$ cat src/rtl/jsd_pkg.sv
// Shared constants and types for the job sequencing block.
package jsd_pkg;

  localparam int MAX_JOBS_DEF  = 64;
  localparam int MAX_SLOTS_DEF = 32;

  localparam int DL_W   = 6;
  localparam int PF_W   = 16;
  localparam int SLOT_W = 5;
  localparam int ID_W   = 7;
  localparam int SUM_W  = 21;

  localparam logic [SUM_W-1:0] SUM_MAX = {SUM_W{1'b1}};

  typedef struct packed {
    logic              valid;
    logic [SLOT_W-1:0] slot_index;
    logic [ID_W-1:0]   chosen_id;
    logic              is_total;
    logic [SUM_W-1:0]  profit_sum;
    logic              end_of_run;
  } emit_t;

endpackage

$ cat src/rtl/jsd_if.sv
// Job input and result output channel interfaces.
interface jsd_in_if;
  logic                        valid;
  logic                        ready;
  logic [jsd_pkg::DL_W-1:0]    job_deadline;
  logic [jsd_pkg::PF_W-1:0]    job_profit;
  logic                        final_job;

  modport source (output valid, job_deadline, job_profit, final_job, input ready);
  modport sink   (input valid, job_deadline, job_profit, final_job, output ready);
endinterface

interface jsd_out_if;
  logic                        valid;
  logic                        ready;
  logic [jsd_pkg::SLOT_W-1:0]  slot_index;
  logic [jsd_pkg::ID_W-1:0]    chosen_id;
  logic                        is_total;
  logic [jsd_pkg::SUM_W-1:0]   profit_sum;
  logic                        end_of_run;

  modport source (output valid, slot_index, chosen_id, is_total, profit_sum, end_of_run,
                  input ready);
  modport sink   (input valid, slot_index, chosen_id, is_total, profit_sum, end_of_run,
                  output ready);
endinterface

$ cat src/rtl/job_sequencing_with_deadlines.sv
// Top level of the job sequencing block: sequencer and registered result output.
// Loading accepts a job beat whenever one is offered in the load state; the final beat starts scheduling.
// Scheduling runs N rounds (N jobs loaded), each a job-store scan (one read port, one
// compare per cycle) followed by a slot walk down from the chosen job's deadline.
// Emit walks all MAX_SLOTS slots, reading out each occupied slot, then sends the total beat.
// Reset clears job count, slot occupancy and running total; no clearing pass is needed.
module job_sequencing_with_deadlines #(
  parameter int MAX_JOBS  = jsd_pkg::MAX_JOBS_DEF,
  parameter int MAX_SLOTS = jsd_pkg::MAX_SLOTS_DEF
) (
  input  logic       clk_i,
  input  logic       rst_ni,
  jsd_in_if.sink     in_i,
  jsd_out_if.source  out_o
);

  jsd_pkg::emit_t emit;
  jsd_pkg::emit_t out_q;
  logic           out_vld_q, out_vld_d;
  logic           emit_ready;
  logic           emit_take;

  jsd_ctrl #(
    .MAX_JOBS  (MAX_JOBS),
    .MAX_SLOTS (MAX_SLOTS)
  ) u_ctrl (
    .clk_i        (clk_i),
    .rst_ni       (rst_ni),
    .in_i         (in_i),
    .emit_o       (emit),
    .emit_ready_i (emit_ready)
  );

  // Output register: take a new beat when empty or when the current one leaves.
  assign emit_ready = !out_vld_q || out_o.ready;
  assign emit_take  = emit.valid && emit_ready;

  always_comb begin
    out_vld_d = out_vld_q;
    if (emit_take) begin
      out_vld_d = 1'b1;
    end else if (out_o.ready) begin
      out_vld_d = 1'b0;
    end
  end

  always_ff @(posedge clk_i or negedge rst_ni) begin
    if (!rst_ni) begin
      out_vld_q <= 1'b0;
    end else begin
      out_vld_q <= out_vld_d;
    end
  end

  always_ff @(posedge clk_i) begin
    if (emit_take) begin
      out_q <= emit;
    end
  end

  assign out_o.valid      = out_vld_q;
  assign out_o.slot_index = out_q.slot_index;
  assign out_o.chosen_id  = out_q.chosen_id;
  assign out_o.is_total   = out_q.is_total;
  assign out_o.profit_sum = out_q.profit_sum;
  assign out_o.end_of_run = out_q.end_of_run;

endmodule

$ cat src/rtl/jsd_ram.sv
// Generic single-write, single-read RAM with registered read data.
module jsd_ram #(
  parameter int WIDTH = 8,
  parameter int DEPTH = 16,
  localparam int AW = (DEPTH > 1) ? $clog2(DEPTH) : 1
) (
  input  logic             clk_i,
  input  logic             we_i,
  input  logic [AW-1:0]    waddr_i,
  input  logic [WIDTH-1:0] wdata_i,
  input  logic             re_i,
  input  logic [AW-1:0]    raddr_i,
  output logic [WIDTH-1:0] rdata_o
);

  logic [WIDTH-1:0] mem_q [DEPTH];
  logic [WIDTH-1:0] rdata_q;

  always_ff @(posedge clk_i) begin
    if (we_i) begin
      mem_q[waddr_i] <= wdata_i;
    end
    if (re_i) begin
      rdata_q <= mem_q[raddr_i];
    end
  end

  assign rdata_o = rdata_q;

endmodule

$ cat src/rtl/jsd_ctrl.sv
// Sequencer: job load, profit-order selection scans, slot search and slot emit.
module jsd_ctrl #(
  parameter int MAX_JOBS  = jsd_pkg::MAX_JOBS_DEF,
  parameter int MAX_SLOTS = jsd_pkg::MAX_SLOTS_DEF
) (
  input  logic           clk_i,
  input  logic           rst_ni,
  jsd_in_if.sink         in_i,
  output jsd_pkg::emit_t emit_o,
  input  logic           emit_ready_i
);

  localparam int JW   = $clog2(MAX_JOBS);
  localparam int CW   = $clog2(MAX_JOBS + 1);
  localparam int SW   = (MAX_SLOTS > 1) ? $clog2(MAX_SLOTS) : 1;
  localparam int DLW  = jsd_pkg::DL_W;
  localparam int PFW  = jsd_pkg::PF_W;
  localparam int RW   = DLW + PFW;
  localparam int SUMW = jsd_pkg::SUM_W;

  typedef enum logic [5:0] {
    S_LOAD      = 6'b000001,
    S_SCAN      = 6'b000010,
    S_SEARCH    = 6'b000100,
    S_EMIT_SCAN = 6'b001000,
    S_EMIT_READ = 6'b010000,
    S_TOTAL     = 6'b100000
  } state_e;

  state_e               state_q, state_d;
  logic [CW-1:0]        jobs_q, jobs_d;
  logic [CW-1:0]        rd_cnt_q, rd_cnt_d;
  logic                 cmp_vld_q, cmp_vld_d;
  logic [JW-1:0]        cmp_idx_q, cmp_idx_d;
  logic                 found_q, found_d;
  logic [PFW-1:0]       best_p_q, best_p_d;
  logic [JW-1:0]        best_i_q, best_i_d;
  logic [DLW-1:0]       best_dl_q, best_dl_d;
  logic                 first_q, first_d;
  logic [PFW-1:0]       last_p_q, last_p_d;
  logic [JW-1:0]        last_i_q, last_i_d;
  logic [CW-1:0]        rounds_q, rounds_d;
  logic [DLW-1:0]       dl_q, dl_d;
  logic [DLW-1:0]       s_q, s_d;
  logic [MAX_SLOTS-1:0] occ_q, occ_d;
  logic [SUMW-1:0]      total_q, total_d;

  logic           in_acc;
  logic [DLW-1:0] dl_sat;
  logic           job_we, job_re;
  logic [JW-1:0]  job_waddr, job_raddr;
  logic [RW-1:0]  job_wdata, job_rdata;
  logic           own_we, own_re;
  logic [SW-1:0]  own_waddr, own_raddr;
  logic [CW-1:0]  own_wdata, own_rdata;

  logic [PFW-1:0] c_p;
  logic [DLW-1:0] c_dl;
  logic           elig, better, round_end;
  logic [SW-1:0]  slot_idx;
  logic [SUMW:0]  sum_wide;

  assign in_i.ready = (state_q == S_LOAD);
  assign in_acc     = in_i.valid && in_i.ready;

  // Saturate deadlines at the slot count on load.
  assign dl_sat    = (in_i.job_deadline > DLW'(MAX_SLOTS)) ? DLW'(MAX_SLOTS) : in_i.job_deadline;
  assign job_we    = in_acc && (jobs_q < CW'(MAX_JOBS));
  assign job_waddr = jobs_q[JW-1:0];
  assign job_wdata = {dl_sat, in_i.job_profit};

  assign c_p  = job_rdata[PFW-1:0];
  assign c_dl = job_rdata[RW-1:PFW];

  // Next job in order: strictly after the last pick in (profit desc, id asc).
  assign elig   = first_q || (c_p < last_p_q) || ((c_p == last_p_q) && (cmp_idx_q > last_i_q));
  assign better = !found_q || (c_p > best_p_q);

  assign slot_idx = SW'(dl_q - DLW'(1));
  assign sum_wide = {1'b0, total_q} + (SUMW + 1)'(best_p_q);

  always_comb begin
    state_d   = state_q;
    jobs_d    = jobs_q;
    rd_cnt_d  = rd_cnt_q;
    cmp_vld_d = cmp_vld_q;
    cmp_idx_d = cmp_idx_q;
    found_d   = found_q;
    best_p_d  = best_p_q;
    best_i_d  = best_i_q;
    best_dl_d = best_dl_q;
    first_d   = first_q;
    last_p_d  = last_p_q;
    last_i_d  = last_i_q;
    rounds_d  = rounds_q;
    dl_d      = dl_q;
    s_d       = s_q;
    occ_d     = occ_q;
    total_d   = total_q;
    job_re    = 1'b0;
    job_raddr = rd_cnt_q[JW-1:0];
    own_we    = 1'b0;
    own_waddr = slot_idx;
    own_wdata = CW'(best_i_q) + CW'(1);
    own_re    = 1'b0;
    own_raddr = SW'(s_q);
    round_end = 1'b0;
    emit_o    = '0;

    unique case (state_q)
      S_LOAD: begin
        if (in_acc) begin
          if (job_we) begin
            jobs_d = jobs_q + CW'(1);
          end
          if (in_i.final_job) begin
            state_d   = S_SCAN;
            rd_cnt_d  = '0;
            cmp_vld_d = 1'b0;
            found_d   = 1'b0;
            first_d   = 1'b1;
            rounds_d  = '0;
            occ_d     = '0;
            total_d   = '0;
          end
        end
      end

      S_SCAN: begin
        // Issue one read per cycle; compare each beat in the cycle after its read is issued.
        if (rd_cnt_q < jobs_q) begin
          job_re    = 1'b1;
          cmp_vld_d = 1'b1;
          cmp_idx_d = rd_cnt_q[JW-1:0];
          rd_cnt_d  = rd_cnt_q + CW'(1);
        end else begin
          cmp_vld_d = 1'b0;
        end
        if (cmp_vld_q && elig && better) begin
          found_d   = 1'b1;
          best_p_d  = c_p;
          best_i_d  = cmp_idx_q;
          best_dl_d = c_dl;
        end
        if (!cmp_vld_q && (rd_cnt_q == jobs_q)) begin
          state_d  = S_SEARCH;
          first_d  = 1'b0;
          last_p_d = best_p_q;
          last_i_d = best_i_q;
          dl_d     = best_dl_q;
        end
      end

      S_SEARCH: begin
        // Walk down from the deadline one slot per cycle.
        if (dl_q == '0) begin
          round_end = 1'b1;
        end else if (!occ_q[slot_idx]) begin
          occ_d[slot_idx] = 1'b1;
          own_we          = 1'b1;
          total_d         = (sum_wide > (SUMW + 1)'(jsd_pkg::SUM_MAX)) ?
                            jsd_pkg::SUM_MAX : sum_wide[SUMW-1:0];
          round_end       = 1'b1;
        end else begin
          dl_d = dl_q - DLW'(1);
        end
        if (round_end) begin
          rounds_d = rounds_q + CW'(1);
          if ((rounds_q + CW'(1)) == jobs_q) begin
            state_d = S_EMIT_SCAN;
            s_d     = '0;
          end else begin
            state_d   = S_SCAN;
            rd_cnt_d  = '0;
            cmp_vld_d = 1'b0;
            found_d   = 1'b0;
          end
        end
      end

      S_EMIT_SCAN: begin
        if (s_q == DLW'(MAX_SLOTS)) begin
          state_d = S_TOTAL;
        end else if (occ_q[SW'(s_q)]) begin
          own_re  = 1'b1;
          state_d = S_EMIT_READ;
        end else begin
          s_d = s_q + DLW'(1);
        end
      end

      S_EMIT_READ: begin
        emit_o.valid      = 1'b1;
        emit_o.slot_index = jsd_pkg::SLOT_W'(s_q);
        emit_o.chosen_id  = jsd_pkg::ID_W'(own_rdata);
        if (emit_ready_i) begin
          s_d     = s_q + DLW'(1);
          state_d = S_EMIT_SCAN;
        end
      end

      S_TOTAL: begin
        emit_o.valid      = 1'b1;
        emit_o.is_total   = 1'b1;
        emit_o.profit_sum = total_q;
        emit_o.end_of_run = 1'b1;
        if (emit_ready_i) begin
          jobs_d  = '0;
          state_d = S_LOAD;
        end
      end

      default: begin
        state_d = S_LOAD;
      end
    endcase
  end

  always_ff @(posedge clk_i or negedge rst_ni) begin
    if (!rst_ni) begin
      state_q   <= S_LOAD;
      jobs_q    <= '0;
      rd_cnt_q  <= '0;
      cmp_vld_q <= 1'b0;
      found_q   <= 1'b0;
      first_q   <= 1'b1;
      rounds_q  <= '0;
      dl_q      <= '0;
      s_q       <= '0;
      occ_q     <= '0;
      total_q   <= '0;
    end else begin
      state_q   <= state_d;
      jobs_q    <= jobs_d;
      rd_cnt_q  <= rd_cnt_d;
      cmp_vld_q <= cmp_vld_d;
      found_q   <= found_d;
      first_q   <= first_d;
      rounds_q  <= rounds_d;
      dl_q      <= dl_d;
      s_q       <= s_d;
      occ_q     <= occ_d;
      total_q   <= total_d;
    end
  end

  always_ff @(posedge clk_i) begin
    cmp_idx_q <= cmp_idx_d;
    best_p_q  <= best_p_d;
    best_i_q  <= best_i_d;
    best_dl_q <= best_dl_d;
    last_p_q  <= last_p_d;
    last_i_q  <= last_i_d;
  end

  // Job store is written only while loading and read only while scanning.
  jsd_ram #(
    .WIDTH (RW),
    .DEPTH (MAX_JOBS)
  ) u_job_ram (
    .clk_i   (clk_i),
    .we_i    (job_we),
    .waddr_i (job_waddr),
    .wdata_i (job_wdata),
    .re_i    (job_re),
    .raddr_i (job_raddr),
    .rdata_o (job_rdata)
  );

  // Slot owners; occ_q marks which entries hold this run's data.
  jsd_ram #(
    .WIDTH (CW),
    .DEPTH (MAX_SLOTS)
  ) u_owner_ram (
    .clk_i   (clk_i),
    .we_i    (own_we),
    .waddr_i (own_waddr),
    .wdata_i (own_wdata),
    .re_i    (own_re),
    .raddr_i (own_raddr),
    .rdata_o (own_rdata)
  );

  a_jobs_bound: assert property (@(posedge clk_i) disable iff (!rst_ni)
    jobs_q <= CW'(MAX_JOBS))
    else $error("job count above store depth");

  a_no_overwrite: assert property (@(posedge clk_i) disable iff (!rst_ni)
    own_we |-> !occ_q[own_waddr])
    else $error("slot owner written into an occupied slot");

  a_scan_bound: assert property (@(posedge clk_i) disable iff (!rst_ni)
    (state_q == S_SCAN) |-> (rd_cnt_q <= jobs_q))
    else $error("scan read past loaded jobs");

  a_run_clear: assert property (@(posedge clk_i) disable iff (!rst_ni)
    ((state_q == S_TOTAL) && emit_ready_i) |=> ((jobs_q == '0) && (state_q == S_LOAD)))
    else $error("run not cleared after total beat");

endmodule
$ cat src/flat_wrapper.sv
// flat-port wrapper written by rule: the top's interface ports become plain ports
module job_sequencing_with_deadlines_flat 
#(
  parameter int MAX_JOBS  = jsd_pkg::MAX_JOBS_DEF,
  parameter int MAX_SLOTS = jsd_pkg::MAX_SLOTS_DEF
)
  (clk_i, rst_ni, in_i_valid, in_i_job_deadline, in_i_job_profit, in_i_final_job, in_i_ready, out_o_valid, out_o_slot_index, out_o_chosen_id, out_o_is_total, out_o_profit_sum, out_o_end_of_run, out_o_ready);
  jsd_in_if in_i_i ();
  jsd_out_if out_o_i ();
  input  logic clk_i;
  input  logic rst_ni;
  input wire logic [$bits(in_i_i.valid)-1:0] in_i_valid;
  input wire logic [$bits(in_i_i.job_deadline)-1:0] in_i_job_deadline;
  input wire logic [$bits(in_i_i.job_profit)-1:0] in_i_job_profit;
  input wire logic [$bits(in_i_i.final_job)-1:0] in_i_final_job;
  output wire logic [$bits(in_i_i.ready)-1:0] in_i_ready;
  output wire logic [$bits(out_o_i.valid)-1:0] out_o_valid;
  output wire logic [$bits(out_o_i.slot_index)-1:0] out_o_slot_index;
  output wire logic [$bits(out_o_i.chosen_id)-1:0] out_o_chosen_id;
  output wire logic [$bits(out_o_i.is_total)-1:0] out_o_is_total;
  output wire logic [$bits(out_o_i.profit_sum)-1:0] out_o_profit_sum;
  output wire logic [$bits(out_o_i.end_of_run)-1:0] out_o_end_of_run;
  input wire logic [$bits(out_o_i.ready)-1:0] out_o_ready;
  assign in_i_i.valid = in_i_valid;
  assign in_i_i.job_deadline = in_i_job_deadline;
  assign in_i_i.job_profit = in_i_job_profit;
  assign in_i_i.final_job = in_i_final_job;
  assign in_i_ready = in_i_i.ready;
  assign out_o_valid = out_o_i.valid;
  assign out_o_slot_index = out_o_i.slot_index;
  assign out_o_chosen_id = out_o_i.chosen_id;
  assign out_o_is_total = out_o_i.is_total;
  assign out_o_profit_sum = out_o_i.profit_sum;
  assign out_o_end_of_run = out_o_i.end_of_run;
  assign out_o_i.ready = out_o_ready;
  job_sequencing_with_deadlines #(.MAX_JOBS(MAX_JOBS), .MAX_SLOTS(MAX_SLOTS)) u_core (.clk_i(clk_i), .rst_ni(rst_ni), .in_i(in_i_i), .out_o(out_o_i));
endmodule
$ cat config.mk
export PLATFORM = sky130hd
export DESIGN_NAME = job_sequencing_with_deadlines_flat
export DESIGN_NICKNAME = d
export VERILOG_FILES = /design/src/rtl/jsd_pkg.sv /design/src/rtl/jsd_if.sv /design/src/rtl/job_sequencing_with_deadlines.sv /design/src/rtl/jsd_ram.sv /design/src/rtl/jsd_ctrl.sv /design/src/flat_wrapper.sv
export SDC_FILE = /design/constraint.sdc
export NUM_CORES = 2
export LEC_CHECK = 0
export BUFFER_PORTS_ARGS = -buffer_cell sky130_fd_sc_hd__clkbuf_2
export CAP_MARGIN = 20
export CORE_MARGIN = 3
export CORE_UTILIZATION = 45
export CTS_CLUSTER_DIAMETER = 200
export DETAILED_ROUTE_END_ITERATION = 10
export MAX_ROUTING_LAYER = met4
export PLACE_DENSITY = 0.68
export RECOVER_POWER = 100
export SLEW_MARGIN = 40
export SYNTH_ARGS = -nofsm -noshare
export SYNTH_HDL_FRONTEND = slang
export SYNTH_SLANG_ARGS = --single-unit
export TNS_END_PERCENT = 30
$ cat constraint.sdc
create_clock -name clk_i -period 5.1 [get_ports clk_i]
set_input_delay 1.275 -clock clk_i [delete_from_list [all_inputs] [get_ports clk_i]]
set_output_delay 1.275 -clock clk_i [all_outputs]
set_load 0.01 [all_outputs]
# Word-level counts from Yosys, hierarchy flattened
# Memory sizes are Yosys's and may differ from the RTL's. A register that Yosys moved wholly into a read port is not among the register bits.
# Index checks and enable logic that the tools add are counted.
dict set report totals {
  register_bits 187
  mem_bits_rw 1632
  in_bits 27
  output_inout_bits 37
  elab_cells 186
  mem_count 2
}
# memory words width read_ports rd_clocked_by_memory_dff wr line
set memory_table {}
lappend memory_table {u_core.u_ctrl.u_job_ram.mem_q 64 22 1 1 1 jsd_ram.sv:16} ;# logic [WIDTH-1:0] mem_q [DEPTH];
lappend memory_table {u_core.u_ctrl.u_owner_ram.mem_q 32 7 1 1 1 jsd_ram.sv:16}
dict set report op_classes {
  addsub 7
  order_cmp 10
  n_eq_ne 27
  mux 79
  n_bitwise 1
  reduce_logical 37
}
# cell count
set op_table {}
lappend op_table {{32-bit two-way mux} 4}
lappend op_table {{21-bit two-way mux} 5}
lappend op_table {{6-bit two-way mux} 17}
lappend op_table {{32-bit one-hot mux with 2 select lines} 1}
lappend op_table {{7-bit two-way mux} 9}
lappend op_table {{21-bit one-hot mux with 2 select lines} 1}
lappend op_table {{6-bit one-hot mux with 6 select lines} 1}
lappend op_table {{32-bit bitwise OR} 1}
lappend op_table {{1-bit two-way mux} 28}
lappend op_table {{7-bit one-hot mux with 2 select lines} 2}
lappend op_table {{2-bit inequality test, second input constant} 12}
lappend op_table {{23-bit two-way mux} 1}
lappend op_table {{21-bit by 16-bit adder with 22-bit output} 1}
lappend op_table {{22-bit by 21-bit > comparator with 1-bit output, second input constant} 1}
lappend op_table {{7-bit by 1-bit adder with 7-bit output, second input constant} 3}
lappend op_table {{7-bit one-hot mux with 3 select lines} 1}
lappend op_table {{6-bit one-hot mux with 3 select lines} 1}
lappend op_table {{6-bit AND reduction} 3}
lappend op_table {{16-bit equality test} 1}
lappend op_table {{16-bit > comparator} 1}
lappend op_table {{16-bit < comparator} 1}
lappend op_table {{4-bit AND reduction} 4}
lappend op_table {{7-bit equality test} 2}
lappend op_table {{6-bit equality test, second input constant} 2}
lappend op_table {{32 further kinds} 58}

# Longest topological paths before layout
dict set report logic_depth {
  depth_word 9
  depth_mapped 15
  depth_no_buf 11
}

# By module
# A second synthesis with hierarchy kept.
dict set report hier_totals {
  cells_unflattened 3659
  area_unflattened_um2 73618.1
}
# module n_inst cells_each area_each_um2 seq_area_each_um2
set modules_own_cells {}
lappend modules_own_cells {{jsd_ram at u_core.u_ctrl.u_job_ram} 1 2349 54494.8 42941.2}
lappend modules_own_cells {jsd_ctrl 1 901 9115.0 4061.4}
lappend modules_own_cells {{jsd_ram at u_core.u_ctrl.u_owner_ram} 1 370 8903.5 6936.7}
lappend modules_own_cells {job_sequencing_with_deadlines 1 39 1104.8 1076.0}

# Least setup slack after synthesis
# Ideal clock, no wire load.
dict set report synth_path {
  path_type {register to register}
  from {reg u_core.u_ctrl.rd_cnt_q[0]}
  to {reg u_core.u_ctrl.last_i_q[0], enable pin}
  setup_ns 0.431
  arrival_ns 3.229
  t_required_ns 4.669
  slack_ns 1.440
  stages_incl_launch_ff 8
  path_buffers 3
  period_less_slack_ns 3.660
  path_cell_list {dfrtp_1 clkbuf_1 clkbuf_1 buf_1 inv_1 ha_1 nand4_1 nor3_1}
}
dict set report synth_between {
  elab_chain_len 3
}
# element line
set synth_lines {}
lappend synth_lines {{start: declaration} jsd_ctrl.sv:32} ;# logic [CW-1:0] rd_cnt_q, rd_cnt_d;
lappend synth_lines {{start signal: assignment} jsd_ctrl.sv:235} ;# rd_cnt_q <= rd_cnt_d;
lappend synth_lines {{7-bit equality test} jsd_ctrl.sv:145} ;# if (!cmp_vld_q && (rd_cnt_q == jobs_q)) begin
lappend synth_lines {{1-bit logical AND} jsd_ctrl.sv:145}
lappend synth_lines {{2-bit AND reduction (no source line)} --}
lappend synth_lines {{end signal: assignment} jsd_ctrl.sv:253} ;# last_i_q <= last_i_d;
lappend synth_lines {{end: declaration} jsd_ctrl.sv:41} ;# logic [JW-1:0] last_i_q, last_i_d;
# No other way between the ends.
# A chain may end at the register's enable or synchronous reset.

# Worst setup path in the final report
dict set report layout_path {
  from {reg u_core.u_ctrl.rd_cnt_q[1]}
  to {reg u_core.u_ctrl.u_job_ram.rdata_q[12] (netlist: u_core.u_ctrl.u_job_ram.rdata_o[12]) (read register of u_core.u_ctrl.u_job_ram.mem_q), data pin}
}
dict set report layout_between {
  elab_chain_len 3
}
# element line
set layout_lines {}
lappend layout_lines {{7-bit < comparator} jsd_ctrl.sv:131} ;# if (rd_cnt_q < jobs_q) begin
lappend layout_lines {{1-bit two-way mux} jsd_ctrl.sv:131}
lappend layout_lines {{1-bit two-way mux} jsd_ctrl.sv:110} ;# unique case (state_q)
lappend layout_lines {{end: declaration} jsd_ram.sv:17} ;# logic [WIDTH-1:0] rdata_q;
# Several ways; a longest one is shown, not always the timed one.

==> flow_summary.json <==
{
  "power_density_mw_per_mm2": 446,
  "avgSynthCellArea_um2": 21.5,
  "rsz0062_at_grt": "no",
  "postRouteAntennaNets": 0,
  "cp_num_buf_inv": 1,
  "cts-buffers-inserted": 179,
  "drv_slew": 2211,
  "clk_pin_slew_ns": 0.06,
  "hold_slack_ns": 0.418,
  "synth_edf_count": 1751,
  "post_cts_resized": 0,
  "port_buffers": 63,
  "insertion_delay_ns": 0.82,
  "syn_nets": 3503,
  "path_class": "register to register",
  "antenna_found_initial": 11,
  "vias_per_cell": 5.96,
  "area_growth_pct": 12.5,
  "drc": 0,
  "drive_above_1_share": 0.254,
  "cts_buffer_depth": 3,
  "relSlewSlack": -1.15,
  "synth_top_flop_cell": "edfxtp_1",
  "placementRows": 147,
  "synth_area_mm2": 0.0733,
  "status": "finished with violations",
  "via_count": 35397,
  "grt_pass1_wl_um": 251000,
  "first_pass_iters": 5,
  "hold_viol": 0,
  "max_freq_mhz": 205,
  "critPathSlowestCell": "dfrtp_1",
  "ys.warnings.count": 0,
  "synth_most_common_cell": "edfxtp_1",
  "required_ns": 5.59,
  "ys_seq_area_frac": 0.750,
  "grt_max_degree": 67,
  "cp_cell_sequence": "clkbuf_2 -> mux4_2 -> mux4_2 -> mux4_2",
  "fin_crit_sh": 0.955,
  "slowest_delay_ns": 2.02,
  "violations": "capacitance limit, slew limit",
  "max-cap-violations": 71,
  "cp-end-kind": "register",
  "synth_seq_cells": 1847,
  "worstPathArrival_ns": 5.36,
  "finalWeightedCongestion": 0.875,
  "yosys.area.top_type": "edfxtp_1",
  "cts-root-buf": "clkbuf_16",
  "fin_crit_ns": 4.87,
  "grt_pass1_vias": 35445,
  "htreeDepth": 4,
  "synth_cell_types": 82,
  "hold_path.class": "register to register",
  "track_usage": 0.211,
  "initial_core_util": 0.455,
  "chipHeight_um": 410,
  "ios": 64,
  "overflow": 0,
  "worstSetupPathDepth": 4,
  "post-cts-setup-buffers": 0,
  "skew_ns": 0.0552,
  "cp_top_family": "flip-flops",
  "clkSinkCount": 1847,
  "coreArea_mm2": 0.161,
  "r2r_cells": 4,
  "wl_per_cell_um": 28.7,
  "async_flop_share": 0.0520,
  "fin_nets": 3726,
  "drt_iter0_drc": 4434,
  "ir_drop_uv": 376,
  "fp.dieW_um": 410,
  "netlist.area_leader.share": 0.718,
  "cp-start-kind": "register",
  "worstMarginPinSlew_ns": 3.23,
  "setup_tns_ns": 0,
  "critical_path.max_fanout": 38,
  "routed_wl_um": 171000,
  "finalPower_mw": 36.7,
  "dp_hpwl_um": 102000,
  "ys_top_cells_by_count": "edfxtp_1 (1751), mux4_2 (546), nor2_1 (165), clkbuf_1 (119), dfrtp_1 (94)",
  "worstHoldPathCells": 0,
  "setup_viol": 0,
  "synthTopCellsByArea": "edfxtp_1 (72%), mux4_2 (17%), dfrtp_1 (3.2%)",
  "cts_hold_buf": 0,
  "die_area_mm2": 0.168,
  "cts_tree": "yes",
  "crit_top_cell": "mux4_2",
  "p_leak_nw": 25.4,
  "netlist_instances": 3403,
  "final_util": 0.511
}
==> state kept, by name, indices dropped and copies added, names as in the netlist, 16 cells and up <==
register	cells
u_core.u_ctrl.best_p_q	16
u_core.u_ctrl.total_q	21
u_core.u_ctrl.occ_q	32
u_core.u_ctrl.last_p_q	16
u_core.out_o.profit_sum	21
u_core.u_ctrl.u_job_ram.rdata_o	22
u_core.u_ctrl.u_owner_ram.mem_q	224
u_core.u_ctrl.u_job_ram.mem_q	1408
==> layout by cell type (no fill, tap or decap), types with 14 or more instances in the layout <==
cell type	count
a21o_1	14
a21oi_1	51
a31oi_1	49
and2_0	25
and3_1	15
buf_12	18
buf_4	16
clkbuf_1	185
clkbuf_16	180
clkbuf_2	27
clkinv_1	31
clkinv_2	38
dfrtp_1	92
edfxtp_1	1751
ha_1	72
inv_1	63
mux4_2	546
nand2_1	57
nand3_1	33
nor2_1	117
nor2_2	48
nor2b_1	16
nor3_1	19
o21a_1	17
o21ai_0	44
xor2_1	14
==> kinds of logic (layout without fill, tap and decap cells) <==
| logic type | count (synthesis) | count (layout) | share of synthesized area |
|---|---|---|---|
| xor+xnor | 31 | 31 | 0.00381 |
| compound gates | 238 | 238 | 0.0212 |
| mux | 565 | 565 | 0.171 |
| simple gates | 413 | 413 | 0.0282 |
| buf+inv | 236 | 605 | 0.0130 |
| other cells | 0 | 7 | 0 |
| flops | 1847 | 1847 | 0.750 |
| fa+ha+maj | 73 | 73 | 0.0126 |
==> routing by layer <==
layer / vias up / share of wire / track usage
li1: 14706 / - / -
met4: 0 / 0.023 / 0.0514
met5: - / 0 / -
met1: 18834 / 0.40 / 0.290
met2: 1597 / 0.49 / 0.330
met3: 260 / 0.082 / 0.0421
==> stage by stage <==
step           setup WS (ns)  area (um2)  std cells
3_5_place_dp           0.623       77400       5605
6_report               0.230       82400       5939
5_1_grt               0.0982       82400       5934
4_1_cts                0.633       83100       5932
2_1_floorplan           1.44       73300       3403
3_3_place_gp           0.779       77100       5593
==> worst reg2reg max path, stage by stage (launching register included) <==
cell and delay (ns):
dfrtp_1 2.02, clkbuf_2 0.93, mux4_2 0.46, mux4_2 0.60, mux4_2 0.56
==> final cells by class <==
| type | count | area, um2 |
|---|---|---|
| multi-input cells | 1320 | 17400 |
| clock buffers | 218 | 4690 |
| clock inverters | 109 | 1110 |
| well taps | 2160 | 2700 |
| repair buffers | 214 | 1200 |
| inverters | 64 | 240 |
| diodes | 7 | 17.5 |
| flip-flops and latches | 1847 | 55000 |
| fillers | 12659 | 78700 |
==> final timing paths <==
| kind | from | slack (ns) | end |
|---|---|---|---|
| hold / removal | u_core.u_ctrl.u_job_ram.rdata_o[19] | 0.42 | u_core.u_ctrl.best_dl_q[3] |
| min in group asynchronous | rst_ni | 0.48 | u_core.u_ctrl.total_q[17] |
| hold reg to reg | u_core.u_ctrl.u_job_ram.rdata_o[19] | 0.42 | u_core.u_ctrl.best_dl_q[3] |
| setup reg to reg | u_core.u_ctrl.rd_cnt_q[1] | 0.23 | u_core.u_ctrl.u_job_ram.rdata_o[12] |
| setup / recovery | u_core.u_ctrl.rd_cnt_q[1] | 0.23 | u_core.u_ctrl.u_job_ram.rdata_o[12] |
| max in group asynchronous | rst_ni | 2.55 | u_core.u_ctrl.occ_q[12] |
==> power breakdown <==
part | total (mW) | internal (mW) | switching [mW]
Combinational | 6.10 | 2.69 | 3.41
Clock | 13.0 | 7.27 | 5.71
Sequential | 17.6 | 17.2 | 0.490
Total | 36.7 | 27.1 | 9.61
Power figures use the tool's default switching activity.
